`config.mk`:
```
export PLATFORM = sky130hd
export DESIGN_NAME = btm_seq
export DESIGN_NICKNAME = d
export VERILOG_FILES = /design/src/rtl/core/btm_pkg.sv /design/src/rtl/core/btm_seq.sv
export SDC_FILE = /design/constraint.sdc
export NUM_CORES = 1
export LEC_CHECK = 0
export BUFFER_PORTS_ARGS = -buffer_cell sky130_fd_sc_hd__buf_2
export CAP_MARGIN = 30
export CORE_UTILIZATION = 50
export CTS_CLUSTER_DIAMETER = 100
export DETAILED_ROUTE_END_ITERATION = 6
export PLACE_DENSITY = 0.69
export SLEW_MARGIN = 10
export SYNTH_ARGS = -nofsm -noshare
export SYNTH_HDL_FRONTEND = slang
export SYNTH_SLANG_ARGS = --single-unit
export TNS_END_PERCENT = 1
```
`constraint.sdc`:
```
create_clock -name i_clk -period 2.5 [get_ports i_clk]
set_input_delay 0.25 -clock i_clk [delete_from_list [all_inputs] [get_ports i_clk]]
set_output_delay 0.25 -clock i_clk [all_outputs]
set_load 0.01 [all_outputs]
```
`src/rtl/core/btm_pkg.sv`:
```
// Shared types, codes and microcode ROM for the bracket tape machine.
`default_nettype none

package btm_pkg;

    localparam int TAPE_DEPTH_DEF    = 4096;
    localparam int PROGRAM_DEPTH_DEF = 4096;
    localparam int CELL_WIDTH_DEF    = 32;

    localparam int KIND_W   = 2;
    localparam int ADDR_W   = 12;
    localparam int BYTE_W   = 8;
    localparam int STATUS_W = 3;
    localparam int PPOS_W   = 13;
    localparam int DPOS_W   = 12;
    localparam int LEN_W    = 13;
    localparam int APB_AW   = 3;
    localparam int APB_DW   = 32;

    // register index, taken from paddr above the byte offset
    localparam logic REG_PROGRAM_LENGTH = 1'b0;

    localparam logic [STATUS_W-1:0] ST_OK        = 3'd0;
    localparam logic [STATUS_W-1:0] ST_END       = 3'd1;
    localparam logic [STATUS_W-1:0] ST_OVER      = 3'd2;
    localparam logic [STATUS_W-1:0] ST_UNDER     = 3'd3;
    localparam logic [STATUS_W-1:0] ST_UNMATCHED = 3'd4;

    localparam logic [BYTE_W-1:0] CH_OPEN  = 8'h5B;
    localparam logic [BYTE_W-1:0] CH_CLOSE = 8'h5D;
    localparam logic [BYTE_W-1:0] CH_RIGHT = 8'h3E;
    localparam logic [BYTE_W-1:0] CH_LEFT  = 8'h3C;
    localparam logic [BYTE_W-1:0] CH_PLUS  = 8'h2B;
    localparam logic [BYTE_W-1:0] CH_MINUS = 8'h2D;
    localparam logic [BYTE_W-1:0] CH_DOT   = 8'h2E;

    localparam logic [8:0] CHAR_MOD = 9'd255;

    typedef enum logic [KIND_W-1:0] {
        K_LOAD  = 2'd0,
        K_STEP  = 2'd1,
        K_CLEAR = 2'd2
    } t_btm_kind;

    typedef enum logic [3:0] {
        CLS_STOPPED,
        CLS_END,
        CLS_RIGHT,
        CLS_LEFT,
        CLS_INC,
        CLS_DEC,
        CLS_EMIT,
        CLS_SKIP,
        CLS_FWD,
        CLS_BACK
    } t_btm_cls;

    typedef enum logic [4:0] {
        U_RST_WIPE,
        U_IDLE,
        U_LOAD,
        U_CLR,
        U_CLR_WIPE,
        U_CLR_DONE,
        U_STEP,
        U_STOPPED,
        U_END,
        U_RIGHT,
        U_LEFT,
        U_INC,
        U_DEC,
        U_EMIT,
        U_SKIP,
        U_FWD,
        U_BACK,
        U_SCAN,
        U_SCAN_FIN
    } t_btm_upc;

    typedef enum logic [4:0] {
        OP_NONE,
        OP_ACCEPT,
        OP_LOAD,
        OP_CLR_INIT,
        OP_WIPE,
        OP_REPORT,
        OP_REPORT_END,
        OP_FETCH,
        OP_RIGHT,
        OP_LEFT,
        OP_INC,
        OP_DEC,
        OP_EMIT,
        OP_SKIP,
        OP_SCAN_INIT_F,
        OP_SCAN_INIT_B,
        OP_SCAN_STEP,
        OP_SCAN_FIN
    } t_btm_op;

    typedef enum logic [2:0] {
        C_NEXT,
        C_KIND,
        C_CLASS,
        C_SCAN,
        C_WIPE
    } t_btm_cond;

    typedef struct packed {
        t_btm_op   op;
        t_btm_cond cond;
        t_btm_upc  target;
        t_btm_upc  next;
    } t_btm_cw;

    typedef struct packed {
        logic      start;
        t_btm_kind kind;
        t_btm_cls  cls;
        logic      scan_stop;
        logic      wipe_last;
    } t_btm_flags;

    function automatic t_btm_cw btm_cw(t_btm_op op, t_btm_cond cond, t_btm_upc target,
                                       t_btm_upc next);
        t_btm_cw cw;
        cw.op     = op;
        cw.cond   = cond;
        cw.target = target;
        cw.next   = next;
        return cw;
    endfunction

    // control store: one word per step
    function automatic t_btm_cw btm_ucode(t_btm_upc a);
        t_btm_cw cw;
        case (a)
            U_RST_WIPE: cw = btm_cw(OP_WIPE,        C_WIPE,  U_IDLE,     U_RST_WIPE);
            U_IDLE:     cw = btm_cw(OP_ACCEPT,      C_KIND,  U_IDLE,     U_IDLE);
            U_LOAD:     cw = btm_cw(OP_LOAD,        C_NEXT,  U_IDLE,     U_IDLE);
            U_CLR:      cw = btm_cw(OP_CLR_INIT,    C_NEXT,  U_IDLE,     U_CLR_WIPE);
            U_CLR_WIPE: cw = btm_cw(OP_WIPE,        C_WIPE,  U_CLR_DONE, U_CLR_WIPE);
            U_CLR_DONE: cw = btm_cw(OP_REPORT,      C_NEXT,  U_IDLE,     U_IDLE);
            U_STEP:     cw = btm_cw(OP_FETCH,       C_CLASS, U_IDLE,     U_IDLE);
            U_STOPPED:  cw = btm_cw(OP_REPORT,      C_NEXT,  U_IDLE,     U_IDLE);
            U_END:      cw = btm_cw(OP_REPORT_END,  C_NEXT,  U_IDLE,     U_IDLE);
            U_RIGHT:    cw = btm_cw(OP_RIGHT,       C_NEXT,  U_IDLE,     U_IDLE);
            U_LEFT:     cw = btm_cw(OP_LEFT,        C_NEXT,  U_IDLE,     U_IDLE);
            U_INC:      cw = btm_cw(OP_INC,         C_NEXT,  U_IDLE,     U_IDLE);
            U_DEC:      cw = btm_cw(OP_DEC,         C_NEXT,  U_IDLE,     U_IDLE);
            U_EMIT:     cw = btm_cw(OP_EMIT,        C_NEXT,  U_IDLE,     U_IDLE);
            U_SKIP:     cw = btm_cw(OP_SKIP,        C_NEXT,  U_IDLE,     U_IDLE);
            U_FWD:      cw = btm_cw(OP_SCAN_INIT_F, C_NEXT,  U_IDLE,     U_SCAN);
            U_BACK:     cw = btm_cw(OP_SCAN_INIT_B, C_NEXT,  U_IDLE,     U_SCAN);
            U_SCAN:     cw = btm_cw(OP_SCAN_STEP,   C_SCAN,  U_SCAN_FIN, U_SCAN);
            U_SCAN_FIN: cw = btm_cw(OP_SCAN_FIN,    C_NEXT,  U_IDLE,     U_IDLE);
            default:    cw = btm_cw(OP_NONE,        C_NEXT,  U_IDLE,     U_IDLE);
        endcase
        return cw;
    endfunction

    function automatic t_btm_upc btm_dispatch(t_btm_cls c);
        t_btm_upc u;
        case (c)
            CLS_STOPPED: u = U_STOPPED;
            CLS_END:     u = U_END;
            CLS_RIGHT:   u = U_RIGHT;
            CLS_LEFT:    u = U_LEFT;
            CLS_INC:     u = U_INC;
            CLS_DEC:     u = U_DEC;
            CLS_EMIT:    u = U_EMIT;
            CLS_FWD:     u = U_FWD;
            CLS_BACK:    u = U_BACK;
            default:     u = U_SKIP;
        endcase
        return u;
    endfunction

endpackage

`default_nettype wire

```
`src/rtl/core/btm_seq.sv`:
```
// Microcode sequencer: step counter, control store lookup and jump logic.
`default_nettype none

module btm_seq (
    input  logic                i_clk,
    input  logic                i_rst_n,
    input  btm_pkg::t_btm_flags i_flags,
    output btm_pkg::t_btm_op    o_op,
    output logic                o_busy
);
    import btm_pkg::*;

    t_btm_upc r_upc;
    t_btm_upc n_upc;
    t_btm_cw  cw;

    always_ff @(posedge i_clk) begin
        if (!i_rst_n) begin
            r_upc <= U_RST_WIPE;
        end else begin
            r_upc <= n_upc;
        end
    end

    always_comb begin
        cw    = btm_ucode(r_upc);
        n_upc = cw.next;
        case (cw.cond)
            C_NEXT: begin
                n_upc = cw.next;
            end
            C_KIND: begin
                if (i_flags.start) begin
                    case (i_flags.kind)
                        K_STEP:  n_upc = U_STEP;
                        K_CLEAR: n_upc = U_CLR;
                        default: n_upc = U_LOAD;
                    endcase
                end
            end
            C_CLASS: begin
                n_upc = btm_dispatch(i_flags.cls);
            end
            C_SCAN: begin
                if (i_flags.scan_stop) begin
                    n_upc = cw.target;
                end
            end
            C_WIPE: begin
                if (i_flags.wipe_last) begin
                    n_upc = cw.target;
                end
            end
            default: begin
                n_upc = U_IDLE;
            end
        endcase
        o_op   = cw.op;
        o_busy = (r_upc != U_IDLE);
    end

endmodule

`default_nettype wire
```
==> summary.md <==
| Metric | Value |
|---|---|
| Number of enable flip-flop cells after synthesis | `0` |
| Min-Delay Path Class | `primary input to flop` |
| Register area share after synthesis | `30.6%` |
| Data required time at the worst endpoint | `2760 ps` |
| Max-cap violations | `0` |
| Clock Skew | `8.95 ps` |
| IO buf count | `16` |
| Floorplan Core Area | `2280 um2` |
| Total global-route track usage | `21.6%` |
| Worst Reg-to-Reg Cells | `9` |
| Post-place instance area | `1310 um2` |
| Final setup violation count | `0` |
| Min cycle time layout | `2260 ps` |
| Worst-case vdd ir drop | `0.384 mV` |
| Max Slew Vio Count | `0` |
| Combinational cell fraction of total power | `29.4%` |
| HPWL after detailed placement | `1900 um` |
| Most frequently used flop master after synthesis | `sky130_fd_sc_hd__dfxtp_1` |
| Worst-Margin Slew | `433 ps` |
| Final hold violation count | `0` |
| Cells on Worst Hold Path | `2` |
| Number of inserted diodes | `0` |
| Initial antenna violation count | `0` |
| Leak Pwr | `0.000633 uW` |
| Sw frac | `32.8%` |
| Most common cell after layout, fill and taps aside | `sky130_fd_sc_hd__dfxtp_1` |
| Antenna Nets Post-Route | `0` |
| Standard cell with the maximum stage delay on the critical path | `sky130_fd_sc_hd__dfxtp_1` |
| Routability Congestion | `0.877` |
| Die area | `2690 um2` |
| Startpoint-to-endpoint class of the critical path | `flop to flop` |
| Synth Cell Area | `1240 um2` |
| Total nets after synthesis | `152` |
| Max Fanout on Critical Path | `14` |
| Number of distinct library cells after synthesis | `56` |
| Layout fillers | `199` |
| Clock tree from TritonCTS | `yes` |
| # clock sinks | `19` |
| Post-synthesis to final-layout area growth | `7.14%` |
| Area used by sequential logic in the layout | `380 um2` |
| RSZ-0062 raised after global routing | `no` |
| Total Nets Final | `166` |
| Clock root buffer | `sky130_fd_sc_hd__clkbuf_4` |
| Total of flip-flops plus latches after synthesis | `19` |
| Site row count | `17` |
| Max-slew headroom | `71.1%` |
| Number of top-level design ports | `17` |
| Data arrival at the endpoint of the critical path | `2520 ps` |
| Routed WL | `2410 um` |
| Setup TNS after final layout | `0 ps` |
| Vias in the first global route | `907` |
| X dimension of the die | `51.9 um` |
| Result of the run | `finished clean` |
| Ordered list of cells on the worst path | `nor3b_2 -> a21boi_2 -> a32oi_1 -> a21o_1 -> inv_1 -> ha_1 -> nor2_1 -> nor3_1 -> a22o_1` |
| Via count normalized by instance count | `5.67` |
| Crit start category | `flop` |
| Synth async-reset ratio | `0%` |
| Worst skew pair latency | `310 ps` |
| Largest stage delay on the critical path | `450 ps` |
| Largest net degree at the start of global routing | `15` |
| Upper clock frequency limit | `442 MHz` |
| Total grt overflow | `0` |
| Number of DRC markers in iteration 0 | `11` |
| Final Instance Area | `1330 um2` |
| Global Route met2 Usage | `34.0%` |
| Number of H-tree levels | `1` |
| Proportion of layout cells with a drive suffix above 1 | `26.9%` |
| Number of detailed-route iterations in the first pass | `4` |
| Post-CTS resize count | `0` |
| Net Switching | `243 uW` |
| Residual DRC count | `0` |
| Proportion of power drawn by the clock network | `21.1%` |
| Global-route met3 utilization | `4.68%` |
| Commonest non-fill, non-tap cells in the layout | `sky130_fd_sc_hd__dfxtp_1 (19), sky130_fd_sc_hd__buf_2 (16), sky130_fd_sc_hd__nor2_1 (10)` |
| Cells after synthesis | `132` |
| Part of the power in registers | `49.5%` |
| Internal power | `497 uW` |
| Area of combinational cells with multiple inputs | `746 um2` |
| Hold Buf Count CTS | `0` |
| Setup repair bufs after CTS | `0` |
| Vert. Die Dim | `51.9 um` |
| Endpoint type of the worst setup path | `flop` |
| Global-route wire length before repair | `4200 um` |
| Cts bufs inserted | `3` |
| Final clock period utilization by the worst path | `90.5%` |
| Via count | `981` |
| Most used routing layer | `met2` |
| Power per cell area | `555 nW/um2` |
| Number of buffers between clock root and the deepest sink | `2` |
| Met1 capacity usage during global routing | `27.7%` |
| Synth Area per Inst | `9.43 um2` |
| Clock-pin slew on the worst setup and hold paths | `110 ps` |
| Routed length per instance | `13.9 um` |
| Total of warnings raised by yosys | `0` |
| Initial core utilization | `54.7%` |
==> power by group through the flow <==
stage / Combinational, uW / Clock (uW) / Sequential [uW]
floorplan: 194 / 0 / 352
global placement: 217 / 0 / 373
detailed placement: 218 / 0 / 374
CTS: 219 / 160 / 367
global route: 242 / 179 / 373
finish: 218 / 156 / 366
==> final timing paths <==
check	from	to	slack, ps
hold / removal	i_rst_n	r_upc[0]	270
setup / recovery	cw[10]	cw[13]	240
setup reg to reg	cw[10]	cw[13]	240
hold reg to reg	cw[9]	r_upc[1]	790
==> sequential cells by signal (all words and copies together), names as in the netlist <==
| signal | count |
|---|---|
| r_upc | 5 |
| cw | 14 |
==> synth_stat cells (2+ instances only) <==
| library cell | number | area, um2 |
|---|---|---|
| sky130_fd_sc_hd__dfxtp_1 | 19 | 380 |
| sky130_fd_sc_hd__nor2_1 | 10 | 37.5 |
| sky130_fd_sc_hd__ha_1 | 9 | 113 |
| sky130_fd_sc_hd__inv_1 | 8 | 30.0 |
| sky130_fd_sc_hd__nand2_1 | 8 | 30.0 |
| sky130_fd_sc_hd__buf_4 | 6 | 45.0 |
| sky130_fd_sc_hd__a21o_1 | 4 | 30.0 |
| sky130_fd_sc_hd__nand3_1 | 4 | 20.0 |
| sky130_fd_sc_hd__and2_1 | 3 | 18.8 |
| sky130_fd_sc_hd__and3_1 | 3 | 18.8 |
| sky130_fd_sc_hd__a21oi_1 | 2 | 10.0 |
| sky130_fd_sc_hd__a22o_1 | 2 | 17.5 |
| sky130_fd_sc_hd__a32o_1 | 2 | 20.0 |
| sky130_fd_sc_hd__and4b_1 | 2 | 20.0 |
| sky130_fd_sc_hd__buf_6 | 2 | 22.5 |
| sky130_fd_sc_hd__mux2_2 | 2 | 22.5 |
| sky130_fd_sc_hd__nand2b_1 | 2 | 12.5 |
| sky130_fd_sc_hd__nand3b_1 | 2 | 15.0 |
| sky130_fd_sc_hd__o2111ai_1 | 2 | 17.5 |
| sky130_fd_sc_hd__o21ai_0 | 2 | 10.0 |
| sky130_fd_sc_hd__o21ai_1 | 2 | 10.0 |
| sky130_fd_sc_hd__o31ai_1 | 2 | 15.0 |
==> cell families after synthesis <==
| logic type | count (synthesis) | synth area share, % |
|---|---|---|
| AOI/OAI and AO/OA | 29 | 19.5 |
| adders and majority gates | 9 | 9.05 |
| buffers and inverters | 20 | 9.55 |
| DFF | 19 | 30.6 |
| muxes | 5 | 4.72 |
| and+or+nand+nor | 50 | 26.6 |
==> through the flow <==
step | setup slack (ps) | total power, uW | std cells | hold WS [ps] | util (%)
after global routing | 30.4 | 794 | 173 | 267 | 58.6
after global placement | 170 | 590 | 169 | 600 | 57.4
after detailed placement | 112 | 592 | 169 | 581 | 57.4
final | 238 | 740 | 173 | 271 | 58.6
after floorplan | 538 | 546 | 132 | 372 | -
after CTS | 250 | 745 | 173 | 264 | 58.6
==> metal layers <==
layer  vias to the layer above  wire (um)
li1                        497          -
met2                        22       1140
met4                         0         59
met3                         7         91
met5                         -          0
met1                       455       1120
==> worst max-delay path: cells and delay by family (launching register included) <==
| family | cells | cell delay (ps) |
|---|---|---|
| compound gates | 4 | 870 |
| fa+ha+maj | 1 | 200 |
| buf+inv | 1 | 100 |
| flops | 1 | 450 |
| simple gates | 3 | 590 |
==> cell type report <==
type,count,area share (%)
multi-input combinational,93,55.9
sequential,19,28.5
timing repair buffer,19,7.69
clock buffer,3,1.69
clock inverter,1,0.375
inverter,10,3.19
tap,28,2.63
Note: power is estimated with default switching activity, not from simulation.
